<file path="config.mk">
export PLATFORM = sky130hd
export DESIGN_NAME = region_table_overlap_and_gap_top
export DESIGN_NICKNAME = d
export VERILOG_FILES = /design/src/hdl/rtog_pkg.sv /design/src/hdl/rtog_ram.sv /design/src/hdl/region_table_overlap_and_gap_top.sv
export SDC_FILE = /design/constraint.sdc
export NUM_CORES = 2
export LEC_CHECK = 0
export BUFFER_PORTS_ARGS = -buffer_cell sky130_fd_sc_hd__buf_2
export CAP_MARGIN = 30
export CELL_PAD_IN_SITES_DETAIL_PLACEMENT = 2
export CELL_PAD_IN_SITES_GLOBAL_PLACEMENT = 2
export CORE_MARGIN = 2
export CORE_UTILIZATION = 48
export CTS_CLUSTER_SIZE = 28
export DETAILED_ROUTE_END_ITERATION = 8
export GPL_TIMING_DRIVEN = 0
export PLACE_DENSITY_LB_ADDON = 0.1
export RECOVER_POWER = 100
export SLEW_MARGIN = 10
export SYNTH_ARGS = -nofsm -noshare
export SYNTH_HDL_FRONTEND = slang
export SYNTH_SLANG_ARGS = --single-unit
</file>
<file path="constraint.sdc">
create_clock -name i_clk -period 12.4 [get_ports i_clk]
set_input_delay 1.86 -clock i_clk [delete_from_list [all_inputs] [get_ports i_clk]]
set_output_delay 1.86 -clock i_clk [all_outputs]
set_load 0.05 [all_outputs]
</file>
<file path="src/hdl/rtog_pkg.sv">
// shared types and constants for the region table
package rtog_pkg;

    localparam int MAX_REGIONS = 16;
    localparam int IDX_W = $clog2(MAX_REGIONS);
    localparam int CNT_W = $clog2(MAX_REGIONS + 1);

    typedef enum logic [1:0] {
        MODE_INSERT = 2'd0,
        MODE_FIND   = 2'd1,
        MODE_REMOVE = 2'd2,
        MODE_GAP    = 2'd3
    } t_mode;

    typedef enum logic [2:0] {
        ST_OK       = 3'd0,
        ST_CONFLICT = 3'd1,
        ST_BADARG   = 3'd2,
        ST_FULL     = 3'd3,
        ST_MISSING  = 3'd4
    } t_status;

    typedef struct packed {
        t_mode       mode;
        logic [31:0] region_start;
        logic [31:0] region_length;
    } t_req;

    typedef struct packed {
        t_status     status;
        logic [31:0] result_address;
        logic [31:0] result_end;
    } t_rsp;

    typedef struct packed {
        logic [31:0] start_addr;
        logic [31:0] end_addr;
    } t_entry;

endpackage

</file>
<file path="src/hdl/rtog_ram.sv">
// generic single write port, single read port ram with registered read
module rtog_ram #(
    parameter int DEPTH = 16,
    parameter int WIDTH = 64
) (
    input  logic                     i_clk,
    input  logic                     i_we,
    input  logic [$clog2(DEPTH)-1:0] i_waddr,
    input  logic [WIDTH-1:0]         i_wdata,
    input  logic [$clog2(DEPTH)-1:0] i_raddr,
    output logic [WIDTH-1:0]         o_rdata
);

    logic [WIDTH-1:0] r_mem [DEPTH];
    logic [WIDTH-1:0] r_rdata;

    always_ff @(posedge i_clk) begin
        if (i_we) begin
            r_mem[i_waddr] <= i_wdata;
        end
        r_rdata <= r_mem[i_raddr];
    end

    assign o_rdata = r_rdata;

endmodule

</file>
<file path="src/hdl/region_table_overlap_and_gap_top.sv">
// region table top: sequencer over the entry ram for insert, find, remove and gap search
//
// channel   direction  signals                 transfer
// request   in         start, busy, i_req      start high while busy low
// result    out        o_strobe, o_rsp         o_strobe high for one cycle
//
// one operation at a time; busy is high from the cycle after a request transfer
// until the cycle its result is strobed. find scans and evaluates; insert scans,
// evaluates, makes a shift-up pass and writes; remove scans, evaluates and makes
// a shift-down pass; gap search scans down from the top entry. argument rejects,
// a full or empty table and gap search with fewer than two regions answer without
// a scan, with busy kept low. the single read port of the entry ram paces each
// pass. reset empties the table at once (no clearing pass); the result side cannot stall.
module region_table_overlap_and_gap_top (
    input  logic           i_clk,
    input  logic           i_rst_n,
    input  logic           start,
    output logic           busy,
    input  rtog_pkg::t_req i_req,
    output logic           o_strobe,
    output rtog_pkg::t_rsp o_rsp
);

    typedef enum logic [2:0] {
        S_IDLE,
        S_SCAN,
        S_EVAL,
        S_SHIFT,
        S_WRITE,
        S_GAP
    } t_state;

    t_state                         r_state;
    rtog_pkg::t_req                 r_req;
    logic [31:0]                    r_end;
    logic [rtog_pkg::CNT_W-1:0]     r_count;
    logic [rtog_pkg::CNT_W-1:0]     r_idx;
    logic [rtog_pkg::CNT_W-1:0]     r_left;
    logic [rtog_pkg::CNT_W-1:0]     r_pos;
    logic                           r_pv;
    logic [rtog_pkg::IDX_W-1:0]     r_pidx;
    logic                           r_hit;
    logic [rtog_pkg::IDX_W-1:0]     r_k;
    rtog_pkg::t_entry               r_found;
    logic [31:0]                    r_prev_start;
    logic                           r_have_prev;
    logic                           r_strobe;
    rtog_pkg::t_rsp                 r_rsp;

    logic                           ram_we;
    logic [rtog_pkg::IDX_W-1:0]     ram_waddr;
    rtog_pkg::t_entry               ram_wdata;
    rtog_pkg::t_entry               ram_rdata;
    logic [$bits(rtog_pkg::t_entry)-1:0] ram_rbits;

    logic                           accept;
    logic [31:0]                    acc_end;
    logic                           overlap;
    logic                           start_le;
    logic                           start_eq;
    logic [31:0]                    room;
    logic                           is_insert;

    rtog_ram #(
        .DEPTH (rtog_pkg::MAX_REGIONS),
        .WIDTH ($bits(rtog_pkg::t_entry))
    ) u_ram (
        .i_clk   (i_clk),
        .i_we    (ram_we),
        .i_waddr (ram_waddr),
        .i_wdata (ram_wdata),
        .i_raddr (r_idx[rtog_pkg::IDX_W-1:0]),
        .o_rdata (ram_rbits)
    );

    assign ram_rdata = rtog_pkg::t_entry'(ram_rbits);
    assign accept    = start && (r_state == S_IDLE);
    assign acc_end   = i_req.region_start + i_req.region_length;
    assign is_insert = (r_req.mode == rtog_pkg::MODE_INSERT);

    // overlap and ordering checks against the entry just read
    always_comb begin
        overlap = ((r_req.region_start > ram_rdata.start_addr) &&
                   (r_req.region_start < ram_rdata.end_addr)) ||
                  ((r_end > ram_rdata.start_addr) && (r_end < ram_rdata.end_addr)) ||
                  ((r_req.region_start < ram_rdata.start_addr) &&
                   (r_end > ram_rdata.end_addr));
        start_le = (ram_rdata.start_addr <= r_req.region_start);
        start_eq = (ram_rdata.start_addr == r_req.region_start);
        room     = r_prev_start - ram_rdata.end_addr;
    end

    // ram write side: shift moves and the final insert write
    always_comb begin
        ram_we    = 1'b0;
        ram_waddr = r_pos[rtog_pkg::IDX_W-1:0];
        ram_wdata = '{start_addr: r_req.region_start, end_addr: r_end};
        case (r_state)
            S_SHIFT: begin
                ram_we    = r_pv;
                ram_waddr = is_insert ? (r_pidx + 1'b1) : (r_pidx - 1'b1);
                ram_wdata = ram_rdata;
            end
            S_WRITE: begin
                ram_we = 1'b1;
            end
            default: begin
                ram_we = 1'b0;
            end
        endcase
    end

    always_ff @(posedge i_clk) begin
        if (!i_rst_n) begin
            r_state  <= S_IDLE;
            r_count  <= '0;
            r_pv     <= 1'b0;
            r_strobe <= 1'b0;
        end else begin
            r_strobe <= 1'b0;
            case (r_state)
                S_IDLE: begin
                    r_pv <= 1'b0;
                    if (accept) begin
                        r_req       <= i_req;
                        r_end       <= acc_end;
                        r_idx       <= '0;
                        r_hit       <= 1'b0;
                        r_pos       <= '0;
                        r_have_prev <= 1'b0;
                        r_rsp       <= '{status: rtog_pkg::ST_OK,
                                         result_address: 32'd0, result_end: 32'd0};
                        case (i_req.mode)
                            rtog_pkg::MODE_INSERT: begin
                                if ((i_req.region_start == 32'd0) ||
                                    (i_req.region_length == 32'd0) ||
                                    (i_req.region_start >= acc_end)) begin
                                    r_rsp.status <= rtog_pkg::ST_BADARG;
                                    r_strobe     <= 1'b1;
                                end else if (r_count >=
                                             rtog_pkg::CNT_W'(rtog_pkg::MAX_REGIONS)) begin
                                    r_rsp.status <= rtog_pkg::ST_FULL;
                                    r_strobe     <= 1'b1;
                                end else begin
                                    r_state <= S_SCAN;
                                end
                            end
                            rtog_pkg::MODE_FIND, rtog_pkg::MODE_REMOVE: begin
                                if (r_count == '0) begin
                                    r_rsp.status <= rtog_pkg::ST_MISSING;
                                    r_strobe     <= 1'b1;
                                end else begin
                                    r_state <= S_SCAN;
                                end
                            end
                            rtog_pkg::MODE_GAP: begin
                                if (i_req.region_length == 32'd0) begin
                                    r_rsp.status <= rtog_pkg::ST_BADARG;
                                    r_strobe     <= 1'b1;
                                end else if (r_count < rtog_pkg::CNT_W'(2)) begin
                                    r_rsp.status <= rtog_pkg::ST_CONFLICT;
                                    r_strobe     <= 1'b1;
                                end else begin
                                    r_idx   <= r_count - 1'b1;
                                    r_left  <= r_count;
                                    r_state <= S_GAP;
                                end
                            end
                            default: begin
                                r_state <= S_IDLE;
                            end
                        endcase
                    end
                end
                S_SCAN: begin
                    if (r_idx != r_count) begin
                        r_pv   <= 1'b1;
                        r_pidx <= r_idx[rtog_pkg::IDX_W-1:0];
                        r_idx  <= r_idx + 1'b1;
                    end else begin
                        r_pv    <= 1'b0;
                        r_state <= S_EVAL;
                    end
                    if (r_pv) begin
                        if (is_insert) begin
                            if (overlap) begin
                                r_hit <= 1'b1;
                            end
                            if (start_le) begin
                                r_pos <= r_pos + 1'b1;
                            end
                        end else if (start_eq) begin
                            r_hit   <= 1'b1;
                            r_k     <= r_pidx;
                            r_found <= ram_rdata;
                        end
                    end
                end
                S_EVAL: begin
                    r_pv <= 1'b0;
                    case (r_req.mode)
                        rtog_pkg::MODE_INSERT: begin
                            if (r_hit) begin
                                r_rsp.status <= rtog_pkg::ST_CONFLICT;
                                r_strobe     <= 1'b1;
                                r_state      <= S_IDLE;
                            end else begin
                                r_idx   <= r_count - 1'b1;
                                r_left  <= r_count - r_pos;
                                r_state <= S_SHIFT;
                            end
                        end
                        rtog_pkg::MODE_FIND: begin
                            if (r_hit) begin
                                r_rsp <= '{status: rtog_pkg::ST_OK,
                                           result_address: r_found.start_addr,
                                           result_end: r_found.end_addr};
                            end else begin
                                r_rsp.status <= rtog_pkg::ST_MISSING;
                            end
                            r_strobe <= 1'b1;
                            r_state  <= S_IDLE;
                        end
                        rtog_pkg::MODE_REMOVE: begin
                            if (r_hit) begin
                                r_idx   <= rtog_pkg::CNT_W'(r_k) + 1'b1;
                                r_left  <= r_count - rtog_pkg::CNT_W'(r_k) - 1'b1;
                                r_state <= S_SHIFT;
                            end else begin
                                r_rsp.status <= rtog_pkg::ST_MISSING;
                                r_strobe     <= 1'b1;
                                r_state      <= S_IDLE;
                            end
                        end
                        default: begin
                            r_state <= S_IDLE;
                        end
                    endcase
                end
                S_SHIFT: begin
                    if (r_left != '0) begin
                        r_pv   <= 1'b1;
                        r_pidx <= r_idx[rtog_pkg::IDX_W-1:0];
                        r_idx  <= is_insert ? (r_idx - 1'b1) : (r_idx + 1'b1);
                        r_left <= r_left - 1'b1;
                    end else begin
                        r_pv <= 1'b0;
                        if (!r_pv) begin
                            if (is_insert) begin
                                r_state <= S_WRITE;
                            end else begin
                                r_count  <= r_count - 1'b1;
                                r_rsp    <= '{status: rtog_pkg::ST_OK,
                                              result_address: r_found.start_addr,
                                              result_end: r_found.end_addr};
                                r_strobe <= 1'b1;
                                r_state  <= S_IDLE;
                            end
                        end
                    end
                end
                S_WRITE: begin
                    r_count  <= r_count + 1'b1;
                    r_rsp    <= '{status: rtog_pkg::ST_OK,
                                  result_address: r_req.region_start, result_end: r_end};
                    r_strobe <= 1'b1;
                    r_state  <= S_IDLE;
                end
                S_GAP: begin
                    if (r_left != '0) begin
                        r_pv   <= 1'b1;
                        r_idx  <= r_idx - 1'b1;
                        r_left <= r_left - 1'b1;
                    end else begin
                        r_pv <= 1'b0;
                    end
                    if (r_pv) begin
                        r_prev_start <= ram_rdata.start_addr;
                        r_have_prev  <= 1'b1;
                    end
                    if (r_pv && r_have_prev && (room >= r_req.region_length)) begin
                        r_rsp    <= '{status: rtog_pkg::ST_OK,
                                      result_address: r_prev_start - r_req.region_length,
                                      result_end: 32'd0};
                        r_strobe <= 1'b1;
                        r_state  <= S_IDLE;
                    end else if ((r_left == '0) && !r_pv) begin
                        r_rsp.status <= rtog_pkg::ST_CONFLICT;
                        r_strobe     <= 1'b1;
                        r_state      <= S_IDLE;
                    end
                end
                default: begin
                    r_state <= S_IDLE;
                end
            endcase
        end
    end

    assign busy     = (r_state != S_IDLE);
    assign o_strobe = r_strobe;
    assign o_rsp    = r_rsp;

endmodule
</file>
# Word-level counts from Yosys, hierarchy flattened
# Memory sizes are Yosys's and may differ from the RTL's. A register that Yosys moved wholly into a read port is not among the register bits.
# Cells that the tools add are included.
[classes]
add_sub_neg = 15
n_lt_le_gt_ge = 11
eq_ne = 45
muxes = 103
bitwise_logic = 1
n_reduce_logical = 45
[op_table]
columns = ["op", "n"]
rows = [
  ["one-hot mux 67 bit (5 select lines)", 1],
  ["two-way mux 67 bit", 4],
  ["two-way mux 64 bit", 4],
  ["two-way mux 5 bit", 24],
  ["> comparator 32 bit", 3],
  ["less-than comparator 32 bit", 3],
  [">= comparator 32 bit", 2],
  ["zero test 32 bit", 2],
  ["subtractor 32 bit", 2],
  ["two-way mux 3 bit", 18],
  ["one-hot mux 5 bit (2 select lines)", 4],
  ["!= test 3 bit, second input constant", 13],
  ["adder 32 bit", 1],
  ["equality test 32 bit", 1],
  ["<= comparator 32 bit", 1],
  ["!= test 2 bit, second input constant", 16],
  ["AND reduction 10 bit", 3],
  ["one-hot mux 3 bit (3 select lines)", 3],
  ["one-hot mux 5 bit (5 select lines)", 1],
  ["two-way mux 1 bit", 24],
  ["subtractor 5 x 1 -> 5 bit, second input constant", 4],
  ["AND reduction 9 bit", 2],
  ["two-way mux 4 bit", 4],
  ["adder 5 x 1 -> 5 bit, second input constant", 3],
  ["other kinds (38)", 77],
]
[totals]
regBits = 296
mem_bits_rw = 1024
out_inout_bits = 69
wordCells = 242
n_memories = 1
[mem_list]
columns = ["memory", "words", "word_bits", "rd", "rd_ports_with_merged_regs", "wr", "line", "text"]
rows = [
  ["u_ram.r_mem", 16, 64, 1, 1, 1, "rtog_ram.sv:14", "logic [WIDTH-1:0] r_mem [DEPTH];"],
]

# Depth between registers and ports, before layout
[depth]
ltp_word = 8
mapped_depth = 25
ltp_nobuf = 25

# Hierarchy
# A second synthesis with hierarchy kept.
[hier_totals]
hier_cells = 3793
hier_area_um2 = 61118.6
[modules_own_cells]
columns = ["mod", "n_inst", "cells_per_inst", "area_each_um2"]
rows = [
  ["rtog_ram", 1, 1647, 39581.7],
  ["region_table_overlap_and_gap_top", 1, 2146, 21536.9],
]

# Worst setup path after synthesis
# No wires, ideal clock.
[synth_path]
path_kind = "register to register"
from = "register r_prev_start[0]"
to = "register r_rsp (netlist bit o_rsp[0]), enable pin"
setup_time_ns = 0.582
arrival_ns = 8.614
required_ns = 11.818
path_slack_ns = 3.204
path_stages_with_launch = 24
n_path_buf = 0
cell_sequence = "edfxtp_1 > inv_1 > ha_1 > inv_1 > fa_1 > a211oi_1 > o21ai_0 > a31oi_1 > o21ai_0 > a21oi_1 > nor3b_1 > o22a_1 > a21o_1 > a21oi_1 > xnor2_1 > ha_1 > a21oi_1 > nor2b_1 > o21ai_0 > nand2b_1 > a41o_1 > nand3_1 > a31o_2 > a211oi_1"
[synth_between]
elab_chain_len = 5
[synth_rtl]
columns = ["item", "line", "text"]
rows = [
  ["from (decl)", "region_table_overlap_and_gap_top.sv:45", "logic [31:0] r_prev_start;"],
  ["from (signal assigned)", "region_table_overlap_and_gap_top.sv:278", "r_prev_start <= ram_rdata.start_addr;"],
  ["subtractor 32 bit", "region_table_overlap_and_gap_top.sv:90", "room = r_prev_start - ram_rdata.end_addr;"],
  [">= comparator 32 bit", "region_table_overlap_and_gap_top.sv:281", "if (r_pv && r_have_prev && (room >= r_req.region_length)) begin"],
  ["logical AND 1 bit", "region_table_overlap_and_gap_top.sv:281", ""],
  ["!= test 2 bit (no source line)", "--", ""],
  ["AND reduction 9 bit (no source line)", "--", ""],
  ["to (signal assigned)", "region_table_overlap_and_gap_top.sv:253", "r_rsp <= '{status: rtog_pkg::ST_OK,"],
  ["to (signal assigned)", "region_table_overlap_and_gap_top.sv:264", "r_rsp <= '{status: rtog_pkg::ST_OK,"],
  ["to (signal assigned)", "region_table_overlap_and_gap_top.sv:282", "r_rsp <= '{status: rtog_pkg::ST_OK,"],
  ["to (decl)", "region_table_overlap_and_gap_top.sv:48", "rtog_pkg::t_rsp r_rsp;"],
]
# No other way between the ends.
# A chain may end at the register's enable or synchronous reset.

# Worst setup path in the final report
[layout_path]
from = "register r_req[65] in the netlist's numbering"
to = "memory u_ram.r_mem[6][35], enable pin"
[layout_between]
elab_chain_len = 3
[layout_rtl]
columns = ["item", "line", "text"]
rows = [
  ["from (decl)", "region_table_overlap_and_gap_top.sv:34", "rtog_pkg::t_req r_req;"],
  ["from (signal assigned)", "region_table_overlap_and_gap_top.sv:125", "r_req <= i_req;"],
  ["zero test 2 bit", "region_table_overlap_and_gap_top.sv:79", "assign is_insert = (r_req.mode == rtog_pkg::MODE_INSERT);"],
  ["two-way mux 4 bit", "region_table_overlap_and_gap_top.sv:101", "ram_waddr = is_insert ? (r_pidx + 1'b1) : (r_pidx - 1'b1);"],
  ["two-way mux 4 bit", "region_table_overlap_and_gap_top.sv:98", "case (r_state)"],
  ["to (decl)", "rtog_ram.sv:14", ""],
]
# No other way between the ends.

==> flow_summary_export.csv <==
group,metric,value,unit
clock_tree,clock_sinks,1384,
place,portBuffers,137,
cells_and_area,layout.nets,4493,
worst_setup_path,critical_path.endpoint_type,"flip-flop",
synth,synthCells,3644,
worst_setup_path,worst_path_largest_cell_delay,1.44,ns
worst_setup_path,cp_slowest_cell,"clkbuf_1",
global_routing,antenna_found_initial,22,
floorplanning,coreArea,126000,um2
place,place_hpwl,170000,um
clock_tree,postCtsSetupBuffers,0,
global_routing,grtUsageTotal,0.390,
clock_tree,cts-hold-fix-buffers,0,
cells_and_area,area_growth,13.8,%
synth,synth_ff_type,"edfxtp_1",
sta,max_freq,0.104,GHz
route,first_pass_iters,5,
sta,rsz0062_at_grt,"false",
global_routing,grt_first_pass_wirelength,350000,um
power,leakage,24.3,nW
power,ir_worst_vdd,0.174,mV
synth,synth_cell_type_count,77,
floorplanning,die_h,361,um
sta,maxSlewHeadroom,-0.837,
synth,synthesis.area,61100,um2
clock_tree,cts_root_buf,"clkbuf_16",
sta,fin_crit_sh,0.774,
synth,async_flop_share,0,
sta,tns,0,ns
worst_setup_path,r2r_cells,15,
clock_tree,ctsResizeCount,0,
synth,syn-num-nets,4027,
floorplanning,die_x,361,um
clock_tree,numCtsBuffers,148,
global_routing,grt_max_degree,40,
place,place.gp.congestion,0.925,
sta,setup_viol,0,
synth,yosysWarnings,0,
clock_tree,htreeDepth,4,
synth,syn_avg_cell_area,16.8,um2
floorplanning,start_util,0.485,
worst_setup_path,startpoint_type,"flip-flop",
sta,max_slew.worst_pin.slew,2.73,ns
run,cap_violations,65,
synth,ys_seq_area_frac,0.668,
power,power_density,218,nW/um2
worst_setup_path,worstSetupPathType,"flip-flop to flip-flop",
worst_setup_path,rrSetupSlack,2.80,ns
outcome,status,"complete, but fails checks",
worst_setup_path,cp_data_arrival_time,10.01,ns
floorplanning,core.rowCount,130,
worst_setup_path,cp_max_fo,19,
clock_tree,insertion_delay,0.86,ns
route,drc,0,
route,wirelength,267000,um
power,power,15.2,mW
route,wl_per_cell,45.3,um
sta,skew,0.0651,ns
sta,finalCriticalPeriod,9.60,ns
clock_tree,clk_pin_slew,0.07,ns
global_routing,grt_pass1_vias,42900,
synth,ys_ff_latch,1384,
sta,slew_violations,1145,
route,via_count,41600,
global_routing,grt_overflow_total,0,
hold_path,whs_path_depth,0,
hold_path,hp-class,"flip-flop to flip-flop",
route,postRouteAntennaNets,0,
floorplanning,io_pins,138,
clock_tree,max-clock-path-buffers,3,
route,vias_per_cell,7.08,
worst_setup_path,crit_required,12.81,ns
worst_setup_path,cp_common_cell,"clkbuf_1",
worst_setup_path,timing.critical_path.cells,"inv_1, ha_1, clkbuf_1, inv_1, ha_1, a21o_1, a21oi_1, xnor2_1, mux2i_1, nand2_1, nor2_1, clkbuf_1, clkbuf_1, clkbuf_1, clkbuf_1",
outcome,violations,"capacitance limit, slew limit",
route,initialDrtViolationCount,6397,
synth,synth_edf_count,1310,
cells_and_area,layout-drive-gt1-share,0.139,
floorplanning,die-area,130000,um2
clock_tree,cts_tree,"yes",
sta,hold_viol,0,
-- routing by layer --
metal | routed length, um | up-vias | global-route usage | part of all wire
met1 | 97900 | 21900 | 0.513 | 0.37
met3 | 26400 | 961 | 0.0675 | 0.099
met4 | 19000 | 18 | 0.221 | 0.071
li1 | - | 15500 | - | -
met5 | 115 | - | 0 | 0.00043
met2 | 123000 | 3312 | 0.619 | 0.46
-- layout make-up --
| cell class | instances | area, um2 |
|---|---|---|
| diodes | 2 | 5.00 |
| multi-input cells | 1919 | 19000 |
| plain buffers | 123 | 465 |
| repair buffers | 316 | 1530 |
| fillers | 10900 | 56500 |
| clock buffers | 208 | 4130 |
| inverters | 218 | 818 |
| well taps | 1650 | 2060 |
| clock inverters | 65 | 782 |
| flip-flops and latches | 1384 | 40800 |
-- cell families (layout without fill, tap and decap cells) --
kind of cell | Yosys count | after routing | synth area share
and+or+nand+nor | 511 | 511 | 0.0405
xor gates and xnor gates | 118 | 118 | 0.0169
other | 0 | 2 | 0
muxes | 333 | 333 | 0.120
AOI/OAI and AO/OA | 643 | 643 | 0.0687
DFF | 1384 | 1384 | 0.668
adders and majority gates | 314 | 314 | 0.0650
buffers and inverters | 341 | 930 | 0.0209
-- cell usage after synthesis, types with 18 or more instances --
library cell  instances  share of area
nand3_1              36         0.0029
dfxtp_1              74          0.024
edfxtp_1           1310           0.64
inv_1               218          0.013
a31oi_1              18         0.0018
nand4_1              46         0.0047
ha_1                308          0.063
nor2b_1              28         0.0029
a21o_1               96          0.012
mux4_2              320           0.12
nor3_1               27         0.0022
nor2_1              116         0.0071
clkbuf_1             93         0.0057
nor4_1               26         0.0027
xor2_1               43         0.0062
buf_1                30         0.0018
xnor2_1              75          0.011
a22oi_1              23         0.0028
a22o_1               34         0.0049
nand2_1             162         0.0099
o21ai_0             178          0.015
o21a_1               27         0.0033
a21oi_1             132          0.011
nand2b_1             21         0.0021
-- critical path: cells and delay by family (launching register included) --
kind	cells	cell delay, ns
xor gates and xnor gates	1	0.20
buffers and inverters	7	6.33
muxes	1	0.42
DFF	1	0.43
and+or+nand+nor	2	0.76
adders and majority gates	2	0.61
AOI/OAI and AO/OA	2	0.39
-- power breakdown --
| part | internal (mW) | total [mW] | switching (mW) |
|---|---|---|---|
| registers | 5.53 | 5.94 | 0.414 |
| clock network | 2.66 | 4.83 | 2.17 |
| logic | 1.54 | 4.39 | 2.84 |
-- worst paths after layout --
path / from / to
worst max register to register: r_req[65] / u_ram.r_mem[6][35]
worst max-delay path: r_req[65] / u_ram.r_mem[6][35]
worst min register to register: u_ram.o_rdata[7] / r_found[7]
worst min-delay path: u_ram.o_rdata[7] / r_found[7]
-- registers in the layout, summed over array words and instances, names as in the netlist --
register       count
o_rsp             67
o_strobe           1
r_count            5
r_end             32
r_found           64
r_have_prev        1
r_hit              1
r_idx              5
r_k                4
r_left             5
r_pidx             4
r_pos              5
r_prev_start      32
r_pv               1
r_req             66
r_state            3
u_ram.o_rdata     64
u_ram.r_mem     1024
-- cell usage in the layout (no fill, tap or decap), drive strengths merged, types with 8 or more instances in the layout --
cell type,count
o31ai,12
nand2b,21
o21a,27
nor2b,29
a21o,96
o22ai,11
nand2,162
a21oi,133
nor4,26
bufinv,15
o211ai,14
a221oi,8
buf,49
nand4,46
o21ai,182
clkbuf,598
a22oi,23
mux4,320
a211oi,16
xor2,43
a31oi,18
nor3,27
clkinv,38
ha,308
and3,15
edfxtp,1310
dfxtp,74
inv,224
nand3,36
a22o,34
o21bai,10
nor2,116
xnor2,75
mux2i,9
-- metrics by stage --
stage	hold WS, ns	worst slack, ns	instances	instance area (um2)	util
final	0.488	2.80	5885	69600	0.552
after global routing	0.490	2.84	5883	69600	0.552
after CTS	0.457	4.89	5870	71300	0.566
after detailed placement	0.428	4.90	5597	66400	0.527
after global placement	0.429	-1.94	5431	63900	0.507
after floorplan	0.408	3.20	3644	61100	-
No activity file was read; power rests on OpenSTA's default activity.
